[src/rtl/cgap_pkg.sv]
// Shared types, codes and constants for the CJK glyph address parser.
package cgap_pkg;

  localparam int unsigned ADDR_W = 24;
  localparam int unsigned LEN_W  = 6;
  localparam int unsigned CFG_W  = 24;

  localparam logic [15:0] MAP_FIRST_CODE = 16'd19968;
  localparam logic [15:0] MAP_LAST_CODE  = 16'd40869;

  localparam logic [LEN_W-1:0] SMALL_GLYPH_BYTES = 6'd24;
  localparam logic [LEN_W-1:0] MID_GLYPH_BYTES   = 6'd32;
  localparam logic [LEN_W-1:0] LARGE_GLYPH_BYTES = 6'd60;
  localparam logic [LEN_W-1:0] MAP_ENTRY_BYTES   = 6'd2;

  localparam logic [7:0]        UTF_LEAD_MASK = 8'hF0;
  localparam logic [7:0]        UTF_LEAD_CODE = 8'hE0;
  localparam logic [7:0]        GB_FIRST_BYTE = 8'hA1;
  localparam logic [ADDR_W-1:0] GB_ROW_LEN    = 24'd94;
  localparam logic [7:0]        SIZE_SMALL    = 8'd12;
  localparam logic [7:0]        SIZE_LARGE    = 8'd20;

  // input operation codes
  typedef enum logic [1:0] {
    OP_START = 2'd0,
    OP_TEXT  = 2'd1,
    OP_MAP   = 2'd2
  } op_e;

  // result kinds
  typedef enum logic [2:0] {
    KIND_GLYPH = 3'd0,
    KIND_ASCII = 3'd1,
    KIND_MAP   = 3'd2,
    KIND_END   = 3'd3,
    KIND_ERROR = 3'd4
  } kind_e;

  // configuration register indexes
  typedef enum logic [2:0] {
    CFG_CJK_SIZE    = 3'd0,
    CFG_ASCII_SIZE  = 3'd1,
    CFG_MIXED       = 3'd2,
    CFG_MAP_BASE    = 3'd3,
    CFG_FONT12_BASE = 3'd4,
    CFG_FONT16_BASE = 3'd5,
    CFG_FONT20_BASE = 3'd6
  } cfg_idx_e;

  // parser phase; GLYPH is the address multiply step
  typedef enum logic [2:0] {
    ST_IDLE,
    ST_UTF1,
    ST_UTF2,
    ST_MAPW,
    ST_GB1,
    ST_GLYPH
  } phase_e;

  typedef struct packed {
    logic  load_pen;
    logic  save_first;
    logic  save_second;
    logic  calc_idx;
    logic  idx_from_map;
    logic  emit;
    kind_e emit_kind;
  } cmd_t;

  typedef struct packed {
    logic [1:0] op;
    logic       byte_zero;
    logic       utf_lead;
    logic       gb_lead;
    logic       code_ok;
    logic       word_zero;
    logic       mixed;
  } status_t;

endpackage

[src/rtl/cgap_ctrl.sv]
// Parser state machine and handshake control.
module cgap_ctrl import cgap_pkg::*; (
  input  logic    clk_i,
  input  logic    rst_ni,
  input  logic    in_valid_i,
  output logic    in_stall_o,
  output logic    out_valid_o,
  input  logic    out_stall_i,
  input  status_t status_i,
  output cmd_t    cmd_o
);

  phase_e phase_q, phase_d;
  logic   stopped_q, stopped_d;
  logic   out_valid_q, out_valid_d;
  logic   accept;
  logic   live;

  assign in_stall_o  = (phase_q == ST_GLYPH) || (out_valid_q && out_stall_i);
  assign accept      = in_valid_i && !in_stall_o;
  assign live        = accept && !stopped_q;
  assign out_valid_o = out_valid_q;

  // next state
  always_comb begin
    phase_d   = phase_q;
    stopped_d = stopped_q;
    if (phase_q == ST_GLYPH) begin
      phase_d = ST_IDLE;
    end else if (accept && status_i.op == OP_START) begin
      phase_d   = ST_IDLE;
      stopped_d = 1'b0;
    end else if (live && status_i.op == OP_MAP) begin
      if (phase_q == ST_MAPW) begin
        if (status_i.word_zero) begin
          phase_d   = ST_IDLE;
          stopped_d = 1'b1;
        end else begin
          phase_d = ST_GLYPH;
        end
      end
    end else if (live && status_i.op == OP_TEXT) begin
      if (status_i.byte_zero && phase_q != ST_MAPW) begin
        phase_d   = ST_IDLE;
        stopped_d = 1'b1;
      end else begin
        unique case (phase_q)
          ST_IDLE: begin
            if (status_i.utf_lead) begin
              phase_d = ST_UTF1;
            end else if (status_i.gb_lead) begin
              phase_d = ST_GB1;
            end
          end
          ST_UTF1: phase_d = ST_UTF2;
          ST_UTF2: begin
            if (status_i.code_ok) begin
              phase_d = ST_MAPW;
            end else begin
              phase_d   = ST_IDLE;
              stopped_d = 1'b1;
            end
          end
          ST_GB1:  phase_d = ST_GLYPH;
          default: phase_d = phase_q;
        endcase
      end
    end
  end

  // commands
  always_comb begin
    cmd_o           = '0;
    cmd_o.emit_kind = KIND_END;
    if (phase_q == ST_GLYPH) begin
      cmd_o.emit      = 1'b1;
      cmd_o.emit_kind = KIND_GLYPH;
    end else if (accept && status_i.op == OP_START) begin
      cmd_o.load_pen = 1'b1;
    end else if (live && status_i.op == OP_MAP) begin
      if (phase_q == ST_MAPW) begin
        if (status_i.word_zero) begin
          cmd_o.emit      = 1'b1;
          cmd_o.emit_kind = KIND_ERROR;
        end else begin
          cmd_o.calc_idx     = 1'b1;
          cmd_o.idx_from_map = 1'b1;
        end
      end
    end else if (live && status_i.op == OP_TEXT) begin
      if (status_i.byte_zero && phase_q != ST_MAPW) begin
        cmd_o.emit      = 1'b1;
        cmd_o.emit_kind = KIND_END;
      end else begin
        unique case (phase_q)
          ST_IDLE: begin
            if (status_i.utf_lead || status_i.gb_lead) begin
              cmd_o.save_first = 1'b1;
            end else if (status_i.mixed) begin
              cmd_o.emit      = 1'b1;
              cmd_o.emit_kind = KIND_ASCII;
            end
          end
          ST_UTF1: cmd_o.save_second = 1'b1;
          ST_UTF2: begin
            cmd_o.emit      = 1'b1;
            cmd_o.emit_kind = status_i.code_ok ? KIND_MAP : KIND_ERROR;
          end
          ST_GB1:  cmd_o.calc_idx = 1'b1;
          default: cmd_o.emit = 1'b0;
        endcase
      end
    end
  end

  assign out_valid_d = cmd_o.emit || (out_valid_q && out_stall_i);

  always_ff @(posedge clk_i or negedge rst_ni) begin
    if (!rst_ni) begin
      phase_q     <= ST_IDLE;
      stopped_q   <= 1'b1;
      out_valid_q <= 1'b0;
    end else begin
      phase_q     <= phase_d;
      stopped_q   <= stopped_d;
      out_valid_q <= out_valid_d;
    end
  end

endmodule

[src/rtl/cgap_dp.sv]
// Datapath: configuration registers, pen, byte store, address arithmetic, result register.
module cgap_dp import cgap_pkg::*; (
  input  logic                clk_i,
  input  logic                rst_ni,
  input  logic                cfg_we_i,
  input  logic [2:0]          cfg_index_i,
  input  logic [CFG_W-1:0]    cfg_data_i,
  input  logic [1:0]          operation_i,
  input  logic signed [15:0]  start_x_i,
  input  logic signed [15:0]  start_y_i,
  input  logic [7:0]          text_byte_i,
  input  logic [15:0]         map_word_i,
  input  cmd_t                cmd_i,
  output status_t             status_o,
  output logic [2:0]          kind_o,
  output logic [ADDR_W-1:0]   flash_address_o,
  output logic [LEN_W-1:0]    read_length_o,
  output logic signed [15:0]  draw_x_o,
  output logic signed [15:0]  draw_y_o,
  output logic [7:0]          glyph_size_o,
  output logic [7:0]          char_code_o
);

  logic [7:0]        cjk_size_q, ascii_size_q;
  logic              mixed_q;
  logic [ADDR_W-1:0] map_base_q, font12_q, font16_q, font20_q;

  logic [7:0]        first_q, second_q;
  logic [15:0]       pen_x_q, pen_x_d, pen_y_q, pen_y_d;
  logic [ADDR_W-1:0] idx_q, idx_d;

  logic [15:0]       code;
  logic [15:0]       code_ofs;
  logic [ADDR_W-1:0] map_addr;
  logic [7:0]        hi_sel, lo_sel;
  logic [ADDR_W-1:0] row, col;
  logic [ADDR_W-1:0] font_base;
  logic [LEN_W-1:0]  glyph_bytes;
  logic [ADDR_W-1:0] glyph_addr;

  logic [2:0]        kind_q;
  logic [ADDR_W-1:0] addr_q;
  logic [LEN_W-1:0]  len_q;
  logic [15:0]       dx_q, dy_q;
  logic [7:0]        size_q, code_q;

  // configuration
  always_ff @(posedge clk_i or negedge rst_ni) begin
    if (!rst_ni) begin
      cjk_size_q   <= 8'd16;
      ascii_size_q <= 8'd8;
      mixed_q      <= 1'b1;
      map_base_q   <= '0;
      font12_q     <= '0;
      font16_q     <= '0;
      font20_q     <= '0;
    end else if (cfg_we_i) begin
      unique case (cfg_idx_e'(cfg_index_i))
        CFG_CJK_SIZE:    cjk_size_q   <= cfg_data_i[7:0];
        CFG_ASCII_SIZE:  ascii_size_q <= cfg_data_i[7:0];
        CFG_MIXED:       mixed_q      <= cfg_data_i[0];
        CFG_MAP_BASE:    map_base_q   <= cfg_data_i;
        CFG_FONT12_BASE: font12_q     <= cfg_data_i;
        CFG_FONT16_BASE: font16_q     <= cfg_data_i;
        CFG_FONT20_BASE: font20_q     <= cfg_data_i;
        default:         mixed_q      <= mixed_q;
      endcase
    end
  end

  // status towards the controller
  assign code     = {first_q[3:0], second_q[5:0], text_byte_i[5:0]};
  assign code_ofs = code - MAP_FIRST_CODE;
  assign map_addr = map_base_q + {7'd0, code_ofs, 1'b0};

  assign status_o.op        = operation_i;
  assign status_o.byte_zero = (text_byte_i == 8'd0);
  assign status_o.utf_lead  = ((text_byte_i & UTF_LEAD_MASK) == UTF_LEAD_CODE);
  assign status_o.gb_lead   = (text_byte_i >= GB_FIRST_BYTE);
  assign status_o.code_ok   = (code >= MAP_FIRST_CODE) && (code <= MAP_LAST_CODE);
  assign status_o.word_zero = (map_word_i == 16'd0);
  assign status_o.mixed     = mixed_q;

  // glyph index: row * 94 + col, wrapping, registered in idx_q
  assign hi_sel = cmd_i.idx_from_map ? map_word_i[15:8] : first_q;
  assign lo_sel = cmd_i.idx_from_map ? map_word_i[7:0]  : text_byte_i;
  assign row    = {16'd0, hi_sel} - {16'd0, GB_FIRST_BYTE};
  assign col    = {16'd0, lo_sel} - {16'd0, GB_FIRST_BYTE};
  assign idx_d  = cmd_i.calc_idx ? (row * GB_ROW_LEN) + col : idx_q;

  // glyph address from the registered index
  always_comb begin
    if (cjk_size_q == SIZE_SMALL) begin
      font_base   = font12_q;
      glyph_bytes = SMALL_GLYPH_BYTES;
    end else if (cjk_size_q == SIZE_LARGE) begin
      font_base   = font20_q;
      glyph_bytes = LARGE_GLYPH_BYTES;
    end else begin
      font_base   = font16_q;
      glyph_bytes = MID_GLYPH_BYTES;
    end
  end

  assign glyph_addr = font_base + (idx_q * {{(ADDR_W-LEN_W){1'b0}}, glyph_bytes});

  // pen
  always_comb begin
    pen_x_d = pen_x_q;
    pen_y_d = pen_y_q;
    if (cmd_i.load_pen) begin
      pen_x_d = start_x_i;
      pen_y_d = start_y_i;
    end else if (cmd_i.emit && cmd_i.emit_kind == KIND_GLYPH) begin
      pen_x_d = pen_x_q + {8'd0, cjk_size_q};
    end else if (cmd_i.emit && cmd_i.emit_kind == KIND_ASCII) begin
      pen_x_d = pen_x_q + {8'd0, ascii_size_q};
    end
  end

  always_ff @(posedge clk_i or negedge rst_ni) begin
    if (!rst_ni) begin
      first_q  <= '0;
      second_q <= '0;
      pen_x_q  <= '0;
      pen_y_q  <= '0;
    end else begin
      if (cmd_i.save_first) begin
        first_q <= text_byte_i;
      end
      if (cmd_i.save_second) begin
        second_q <= text_byte_i;
      end
      pen_x_q <= pen_x_d;
      pen_y_q <= pen_y_d;
    end
  end

  // result register; fields not used by a kind read zero
  always_ff @(posedge clk_i) begin
    idx_q <= idx_d;
    if (cmd_i.emit) begin
      kind_q <= cmd_i.emit_kind;
      unique case (cmd_i.emit_kind)
        KIND_GLYPH: begin
          addr_q <= glyph_addr;
          len_q  <= glyph_bytes;
          dx_q   <= pen_x_q;
          dy_q   <= pen_y_q;
          size_q <= cjk_size_q;
          code_q <= '0;
        end
        KIND_ASCII: begin
          addr_q <= '0;
          len_q  <= '0;
          dx_q   <= pen_x_q;
          dy_q   <= pen_y_q;
          size_q <= ascii_size_q;
          code_q <= text_byte_i;
        end
        KIND_MAP: begin
          addr_q <= map_addr;
          len_q  <= MAP_ENTRY_BYTES;
          dx_q   <= '0;
          dy_q   <= '0;
          size_q <= '0;
          code_q <= '0;
        end
        default: begin
          addr_q <= '0;
          len_q  <= '0;
          dx_q   <= '0;
          dy_q   <= '0;
          size_q <= '0;
          code_q <= '0;
        end
      endcase
    end
  end

  assign kind_o          = kind_q;
  assign flash_address_o = addr_q;
  assign read_length_o   = len_q;
  assign draw_x_o        = $signed(dx_q);
  assign draw_y_o        = $signed(dy_q);
  assign glyph_size_o    = size_q;
  assign char_code_o     = code_q;

endmodule

[src/rtl/cjk_glyph_address_parser.sv]
// Top level of the CJK glyph address parser: controller plus datapath.
//
// Usage
//  - Input channel (in_valid_i / in_stall_o): one beat is a start item, a text
//    byte or a map reply, chosen by operation_i. A start item loads the pen and
//    re-arms the parser; it gives no result.
//  - Output channel (out_valid_o / out_stall_i): at most one result beat per
//    input beat: glyph read, ASCII draw, map read, end or error stop.
//  - After a map read result the host fetches the two-byte entry and returns it
//    as a map reply beat, which then gives the glyph read.
//  - A result appears in the cycle after its input beat is taken, but a glyph
//    read first registers row * 94 + col, then base + index * glyph bytes.
//  - Throughput: one beat a cycle while the output is not stalled; the GLYPH
//    phase after an item that completes a glyph also stalls the input.
//  - The result register parts the two sides; while a result waits under a
//    stall the input is stalled as well, and nothing is lost or repeated.
//  - Reset: configuration returns to its defaults, the pen to zero, and the
//    string is stopped until the first start item. No clearing pass.
//  - Configuration (cfg_we_i, cfg_index_i, cfg_data_i) is to be written by the
//    user only while idle; the block itself does not enforce this.
module cjk_glyph_address_parser import cgap_pkg::*; (
  input  logic                clk_i,
  input  logic                rst_ni,
  input  logic                cfg_we_i,
  input  logic [2:0]          cfg_index_i,
  input  logic [CFG_W-1:0]    cfg_data_i,
  input  logic                in_valid_i,
  output logic                in_stall_o,
  input  logic [1:0]          operation_i,
  input  logic signed [15:0]  start_x_i,
  input  logic signed [15:0]  start_y_i,
  input  logic [7:0]          text_byte_i,
  input  logic [15:0]         map_word_i,
  output logic                out_valid_o,
  input  logic                out_stall_i,
  output logic [2:0]          kind_o,
  output logic [ADDR_W-1:0]   flash_address_o,
  output logic [LEN_W-1:0]    read_length_o,
  output logic signed [15:0]  draw_x_o,
  output logic signed [15:0]  draw_y_o,
  output logic [7:0]          glyph_size_o,
  output logic [7:0]          char_code_o
);

  cmd_t    cmd;
  status_t status;

  // parse phase, stop flag and beat handshakes
  cgap_ctrl u_ctrl (
    .clk_i       (clk_i),
    .rst_ni      (rst_ni),
    .in_valid_i  (in_valid_i),
    .in_stall_o  (in_stall_o),
    .out_valid_o (out_valid_o),
    .out_stall_i (out_stall_i),
    .status_i    (status),
    .cmd_o       (cmd)
  );

  // registers, pen, address arithmetic and result payload
  cgap_dp u_dp (
    .clk_i           (clk_i),
    .rst_ni          (rst_ni),
    .cfg_we_i        (cfg_we_i),
    .cfg_index_i     (cfg_index_i),
    .cfg_data_i      (cfg_data_i),
    .operation_i     (operation_i),
    .start_x_i       (start_x_i),
    .start_y_i       (start_y_i),
    .text_byte_i     (text_byte_i),
    .map_word_i      (map_word_i),
    .cmd_i           (cmd),
    .status_o        (status),
    .kind_o          (kind_o),
    .flash_address_o (flash_address_o),
    .read_length_o   (read_length_o),
    .draw_x_o        (draw_x_o),
    .draw_y_o        (draw_y_o),
    .glyph_size_o    (glyph_size_o),
    .char_code_o     (char_code_o)
  );

endmodule

[config.mk]
export PLATFORM = sky130hd
export DESIGN_NAME = cjk_glyph_address_parser
export DESIGN_NICKNAME = d
export VERILOG_FILES = /design/src/rtl/cgap_pkg.sv /design/src/rtl/cgap_ctrl.sv /design/src/rtl/cgap_dp.sv /design/src/rtl/cjk_glyph_address_parser.sv
export SDC_FILE = /design/constraint.sdc
export NUM_CORES = 1
export LEC_CHECK = 0
export ABC_AREA = 1
export BUFFER_PORTS_ARGS = -buffer_cell sky130_fd_sc_hd__buf_2
export CORE_UTILIZATION = 45
export DETAILED_ROUTE_END_ITERATION = 8
export PLACE_DENSITY = 0.75
export SLEW_MARGIN = 20
export SYNTH_ARGS = -nofsm -noshare
export SYNTH_HDL_FRONTEND = slang
export SYNTH_SLANG_ARGS = --single-unit
[constraint.sdc]
create_clock -name clk_i -period 7 [get_ports clk_i]
set_input_delay 1.4 -clock clk_i [delete_from_list [all_inputs] [get_ports clk_i]]
set_output_delay 1.4 -clock clk_i [all_outputs]
set_load 0.01 [all_outputs]
Word-level counts from Yosys, hierarchy flattened
Cells that the tools add are included.

storage, ports and cells
  register bits = 269
  latch bits = 0
  RAM bits = 0
  bits in read-only memories = 0
  output and inout bits = 83
  logic and storage cells = 151
  memories kept = 0

cells by class
  add/sub/neg operators = 8
  $mul = 2
  div/mod/pow operators = 0
  magnitude comparators = 3
  eq/ne operators = 24
  shift-type cells = 0
  muxes and demuxes = 55
  bitwise gates (word level) = 1
  reduce and logical (&&, ||, !) cells = 36

operators with widths
  kind                                                                                    number
  24-bit adder                                                                            2
  16-bit 2-to-1 mux                                                                       3
  24-bit 2-to-1 mux                                                                       2
  24-bit case mux with 2 select lines                                                     1
  3-bit 2-to-1 mux                                                                        12
  16-bit by 8-bit adder with 16-bit output                                                2
  4-bit 2-to-1 mux                                                                        7
  24-bit by 17-bit adder with 24-bit output                                               1
  24-bit by 6-bit multiplier with 23-bit output (second input constant)                   1
  24-bit by 6-bit multiplier with 24-bit output                                           1
  8-bit 2-to-1 mux                                                                        3
  8-bit by 8-bit subtractor with 9-bit output (second input constant)                     2
  16-bit by 15-bit greater-or-equal comparator with 1-bit output (second input constant)  1
  16-bit <= comparator (second input constant)                                            1
  16-bit logical NOT                                                                      1
  8-bit case mux with 2 select lines                                                      1
  16-bit by 15-bit subtractor with 16-bit output (second input constant)                  1
  3-bit by 2-bit equality test with 1-bit output (second input constant)                  5
  3-bit equality test (second input constant)                                             5
  1-bit 2-to-1 mux                                                                        15
  2-bit AND reduction                                                                     7
  6-bit 2-to-1 mux                                                                        2
  3-bit case mux with 4 select lines                                                      1
  6-bit case mux with 2 select lines                                                      1
  other kinds (28)                                                                        51

Depth between registers and ports, before layout
  depth after elaboration = 15
  gate-level depth with buffers = 45
  gate-level depth less buffers = 43

Hierarchy
A second synthesis with hierarchy kept.

unflattened totals
  cell total of the unflattened synthesis = 2236
  area, all modules = 18490.2 um2

by module, submodules not included
  module     instances  cells each  area an instance (um2)  sequential area each (um2)
  cgap_dp    1          2124        17833.4                 7015.5
  cgap_ctrl  1          112         656.9                   126.4

Least setup slack after synthesis
OpenSTA, ideal clock, no wires.

  path type = input port to flip-flop
  from = input port out_stall_i
  to = register u_dp.idx_q[21], data pin
  library setup time = 0.252 ns
  data arrival time = 7.780 ns
  setup slack = -1.033 ns
  cell stages on the path = 42
  cells stage by stage = nand2_1 > nand4_4 > nor2_4 > nand3_2 > buf_6 > buf_2 > o21ai_0 > ha_1 > inv_1 > nor2_2 > nand2_1 > nand2_1 > nand2_2 > nand2_2 > fa_1 > fa_1 > inv_1 > fa_1 > [6 not listed] > a21oi_1 > o21bai_1 > nand2_1 > nand2_1 > nand3_2 > nand2_2 > nand2_2 > nand2_2 > nand2_1 > ha_1 > nand2_1 > nor4_1 > nand3_1 > nand3_1 > xor2_1 > inv_1 > nand3_1 > nand2_1

between the ends
  longest elaborated chain between the ends = 13
  elaborated cells on any way between the ends = 16
  classes of those cells = add/sub: 3; mul: 1; mux: 5; reduce/logical: 7

ends and longest elaborated chain
  element                                        RTL line                        source
  start, declared                                cjk_glyph_address_parser.sv:35  input logic out_stall_i,
  1-bit logical AND (*)                          cgap_ctrl.sv:19                 assign in_stall_o = (phase_q == ST_GLYPH) || (out_valid_q && out_stall_i);
  1-bit logical OR (*)                           cgap_ctrl.sv:19
  1-bit logical NOT (*)                          cgap_ctrl.sv:20                 assign accept = in_valid_i && !in_stall_o;
  1-bit logical AND (*)                          cgap_ctrl.sv:20
  1-bit logical AND                              cgap_ctrl.sv:21                 assign live = accept && !stopped_q;
  1-bit logical AND                              cgap_ctrl.sv:80                 end else if (live && status_i.op == OP_MAP) begin
  1-bit 2-to-1 mux                               cgap_ctrl.sv:80
  8-bit 2-to-1 mux (*)                           cgap_ctrl.sv:78                 end else if (accept && status_i.op == OP_START) begin
  5-bit 2-to-1 mux (*)                           cgap_ctrl.sv:75                 if (phase_q == ST_GLYPH) begin
  8-bit 2-to-1 mux                               cgap_dp.sv:85                   assign hi_sel = cmd_i.idx_from_map ? map_word_i[15:8] : first_q;
  8-bit by 8-bit subtractor with 9-bit output    cgap_dp.sv:87                   assign row = {16'd0, hi_sel} - {16'd0, GB_FIRST_BYTE};
  24-bit by 6-bit multiplier with 23-bit output  cgap_dp.sv:89                   assign idx_d = cmd_i.calc_idx ? (row * GB_ROW_LEN) + col : idx_q;
  24-bit adder (*)                               cgap_dp.sv:89
  end signal, assigned                           cgap_dp.sv:141                  idx_q <= idx_d;
  end, declared                                  cgap_dp.sv:30                   logic [ADDR_W-1:0] idx_q, idx_d;

Every way passes the cells marked *; elsewhere a longest branch is shown, timed or not.
A chain may end at the register's enable or synchronous reset.

Worst setup path in the final report
Same ends and word-level chain as after synthesis.

==> metrics.md <==
| Metric | Value |
|---|---|
| Final hold viol count | `0` |
| Status | `complete, but fails checks` |
| CP top delay family | `adder cells` |
| Synth Warn # | `0` |
| Gpl congestion | `0.908` |
| Unrepaired setup endpoints after global routing | `true` |
| FF-to-FF path depth | `39` |
| TritonCTS clock tree | `yes` |
| Layout area overhead | `21.6%` |
| Core Area | `39,000 um2` |
| Leading area contributor after synthesis | `dfrtp_1` |
| Clock Root Buffer | `clkbuf_16` |
| Post-route ant nets | `0` |
| Fin. max-slew vios | `0` |
| # H-tree levels | `1` |
| Via count | `15,400` |
| Failing checks | `setup timing` |
| Synth area leaders | `dfrtp_1 22%, edfxtp_1 17%, nand2_1 8.8%` |
| Pin count of the biggest net entering global routing | `107` |
| Synth Cell Area | `18,000 um2` |
| Worst R2R Setup Slack | `180 ps` |
| Via density | `5.21` |
| Global-route wire length before repair | `75,900 um` |
| CTS clk-pin slew, worst paths | `60 ps` |
| Worst r2r src | `u_ctrl.phase_q[2]` |
| Post-synthesis sequential area ratio | `39.8%` |
| Max-cap violations | `0` |
| DIE HEIGHT | `202 um` |
| Layout cells sized above 1 | `21.0%` |
| Io pins | `173` |
| Endpoint with the worst hold slack | `u_dp.font20_q[7]` |
| Num Clock Sinks | `265` |
| HP Class | `reg -> reg` |
| DP HPWL | `34,800 um` |
| Worst hold start | `u_dp.font20_q[7]` |
| Synth Area per Inst | `8.47 um2` |
| CTS buffer count | `29` |
| Final setup viols | `3` |
| All-Layer GR Usage | `22.8%` |
| Ys flop type | `dfrtp_1` |
| Worst path max stage delay | `530 ps` |
| Final period util | `102%` |
| Kind of critical path | `in -> reg` |
| Commonest cells after routing, fill and taps aside | `397 x nand2_1, 354 x inv_1, 224 x o21ai_0, 169 x buf_2, 160 x dfrtp_1` |
| Final WL | `46,900 um` |
| DRC viols | `0` |
| WP buf/inv | `4` |
| Arrival @ worst endpoint | `7450 ps` |
| Clock Latency Late Sink | `570 ps` |
| Total gr overflow | `0` |
| Relative slew slack | `30.4%` |
| Final nets | `2,689` |
| Initial antenna violation count | `4` |
| Commonest non-fill, non-tap cell in the layout | `nand2_1` |
| Post-layout utilization of the core | `56.0%` |
| Avg WL per Cell | `15.9 um` |
| Worst-path fanout max | `6` |
| Post-Syn Instances | `2,120` |
| Yosys top cell area share | `22.3%` |
| CP Capture Type | `flop` |
| Final worst slack | `-132 ps` |
| CTS Hold Bufs | `0` |
| FP Rows | `72` |
| Hold path depth | `2` |
| CP Launch Type | `input pin` |
| Async set-or-reset flop fraction in the synthesized netlist | `61.9%` |
| Peak Freq | `140 MHz` |
| Die area | `40,700 um2` |
| Filler cells | `3,394` |
| Initial core utilization | `46.0%` |
| Clk buf depth | `3` |
| Buffers on Ports | `171` |
| Net Count, Synth | `2,404` |
| Final Skew | `21.3 ps` |
| Vias in the first global route | `15,100` |
| Yosys cell types | `60` |
| Drt pass-1 iters | `5` |
| DIE WIDTH | `202 um` |
| Worst-Margin Slew | `1040 ps` |
| Final Critical Period | `7130 ps` |
| Critical Path RT | `7310 ps` |
| Initial DRC count | `1,057` |
| Slowest stage cell, crit path | `fa_1` |
| R2R Path End | `u_dp.idx_q[21]` |
| Post-synth EDFFs | `101` |
| #FFs+latches synth | `265` |
-- how the worst max path moves through the flow --
| stage | startpoint | to | slack [ps] | cells after the start |
|---|---|---|---|---|
| floorplan | out_stall_i | u_dp.idx_q[21] | -350 | 42 |
| global placement | out_stall_i | u_dp.idx_q[21] | -560 | 39 |
| detailed placement | out_stall_i | u_dp.idx_q[21] | -770 | 41 |
| CTS | out_stall_i | u_dp.idx_q[21] | 0.5 | 41 |
| global route | out_stall_i | u_dp.idx_q[21] | -510 | 41 |
| finish | out_stall_i | u_dp.idx_q[21] | -130 | 40 |
-- area by class of cell --
cell class	count	area [um2]	share of cell area, %
Multi-Input combinational cell	1424	9660	44.2
Sequential cell	265	7140	32.7
Timing Repair Buffer	313	1950	8.93
Inverter	372	1400	6.39
Clock buffer	39	835	3.82
Tap cell	518	648	2.97
Clock inverter	15	201	0.922
Antenna cell	4	10.0	0.0458
-- metrics by stage --
stage	instances	hold slack (ps)	cell area (um2)	worst slack, ps	setup TNS, ps
after floorplan	2120	453	18100	-349	-695
after global routing	2950	507	21800	-512	-2230
after CTS	2932	489	21500	0.473	0
after global placement	2867	466	20300	-563	-2620
after detailed placement	2867	474	20300	-768	-4590
final	2950	485	21800	-132	-164
-- sequential cells by signal (all words and copies together), names as in the netlist, 16 cells and up --
register and flops:
u_dp.draw_x_o 16, u_dp.pen_x_q 16, u_dp.flash_address_o 24, u_dp.map_base_q 24, u_dp.idx_q 22, u_dp.font20_q 24, u_dp.pen_y_q 16, u_dp.draw_y_o 16
u_dp.font16_q 24, u_dp.font12_q 24
-- cell families after synthesis --
| logic type | count (synthesis) | share of synthesized area, % |
|---|---|---|
| other cells | 1 | 0.0209 |
| xor+xnor | 80 | 4.01 |
| compound gates | 414 | 12.7 |
| buf+inv | 431 | 9.21 |
| fa+ha+maj | 194 | 16.7 |
| simple gates | 735 | 17.6 |
| flops | 265 | 39.8 |
-- timing repair --
action | 4_1_cts | 5_1_grt
pin swaps | 23 | 56
resized for setup | 16 | 52
setup buffers | 11 | 14
endpoints found under the hold margin | 0 | 0
endpoints found under the setup margin | 3 | 8
-- worst min-delay path, delay by kind of cell, from the launching register on --
| family | cells | cell delay [ps] |
|---|---|---|
| and+or+nand+nor | 1 | 50 |
| DFF | 1 | 340 |
| AOI/OAI and AO/OA | 1 | 60 |
-- synthesized netlist by cell type, types with 2 or more instances --
library cell    n
o21ai_1         8
dfrtp_1       160
nor3_1         12
nor4_1          6
nor2_1        155
buf_2           5
o211ai_1        6
nand2_2        18
o21ai_2         4
nand3_2         4
dfstp_2         4
nor2_8          2
nand3_1        78
or2_0           2
inv_2           6
o22ai_1        13
nor2_2          5
a21o_1          6
nand4_1         8
a21oi_1        96
ha_1          119
o21bai_1        4
buf_1           5
or2_1           2
inv_1         362
o21ai_0       232
a22o_1          3
or2_2          13
xnor2_1        24
a31oi_1        11
edfxtp_1      101
buf_4           4
a21boi_0        2
nand2_1       419
buf_6           2
xor2_1         55
o21a_1          2
fa_1           75
clkbuf_1       43
nand2_4         3
nor2_4          2
clkinv_1        4
a211oi_1        2
a221oi_1       17
-- routing by layer --
layer	track usage, %	vias to the layer above	wire length (um)
met5	0	-	0
met4	6.36	0	1070
met3	1.98	79	2470
met2	39.0	474	23000
met1	30.9	7424	20400
li1	-	7407	-
Power is left out: the tool's default activity adds up to more than one toggle a clock period on the data nets, which glitch-free logic cannot reach.
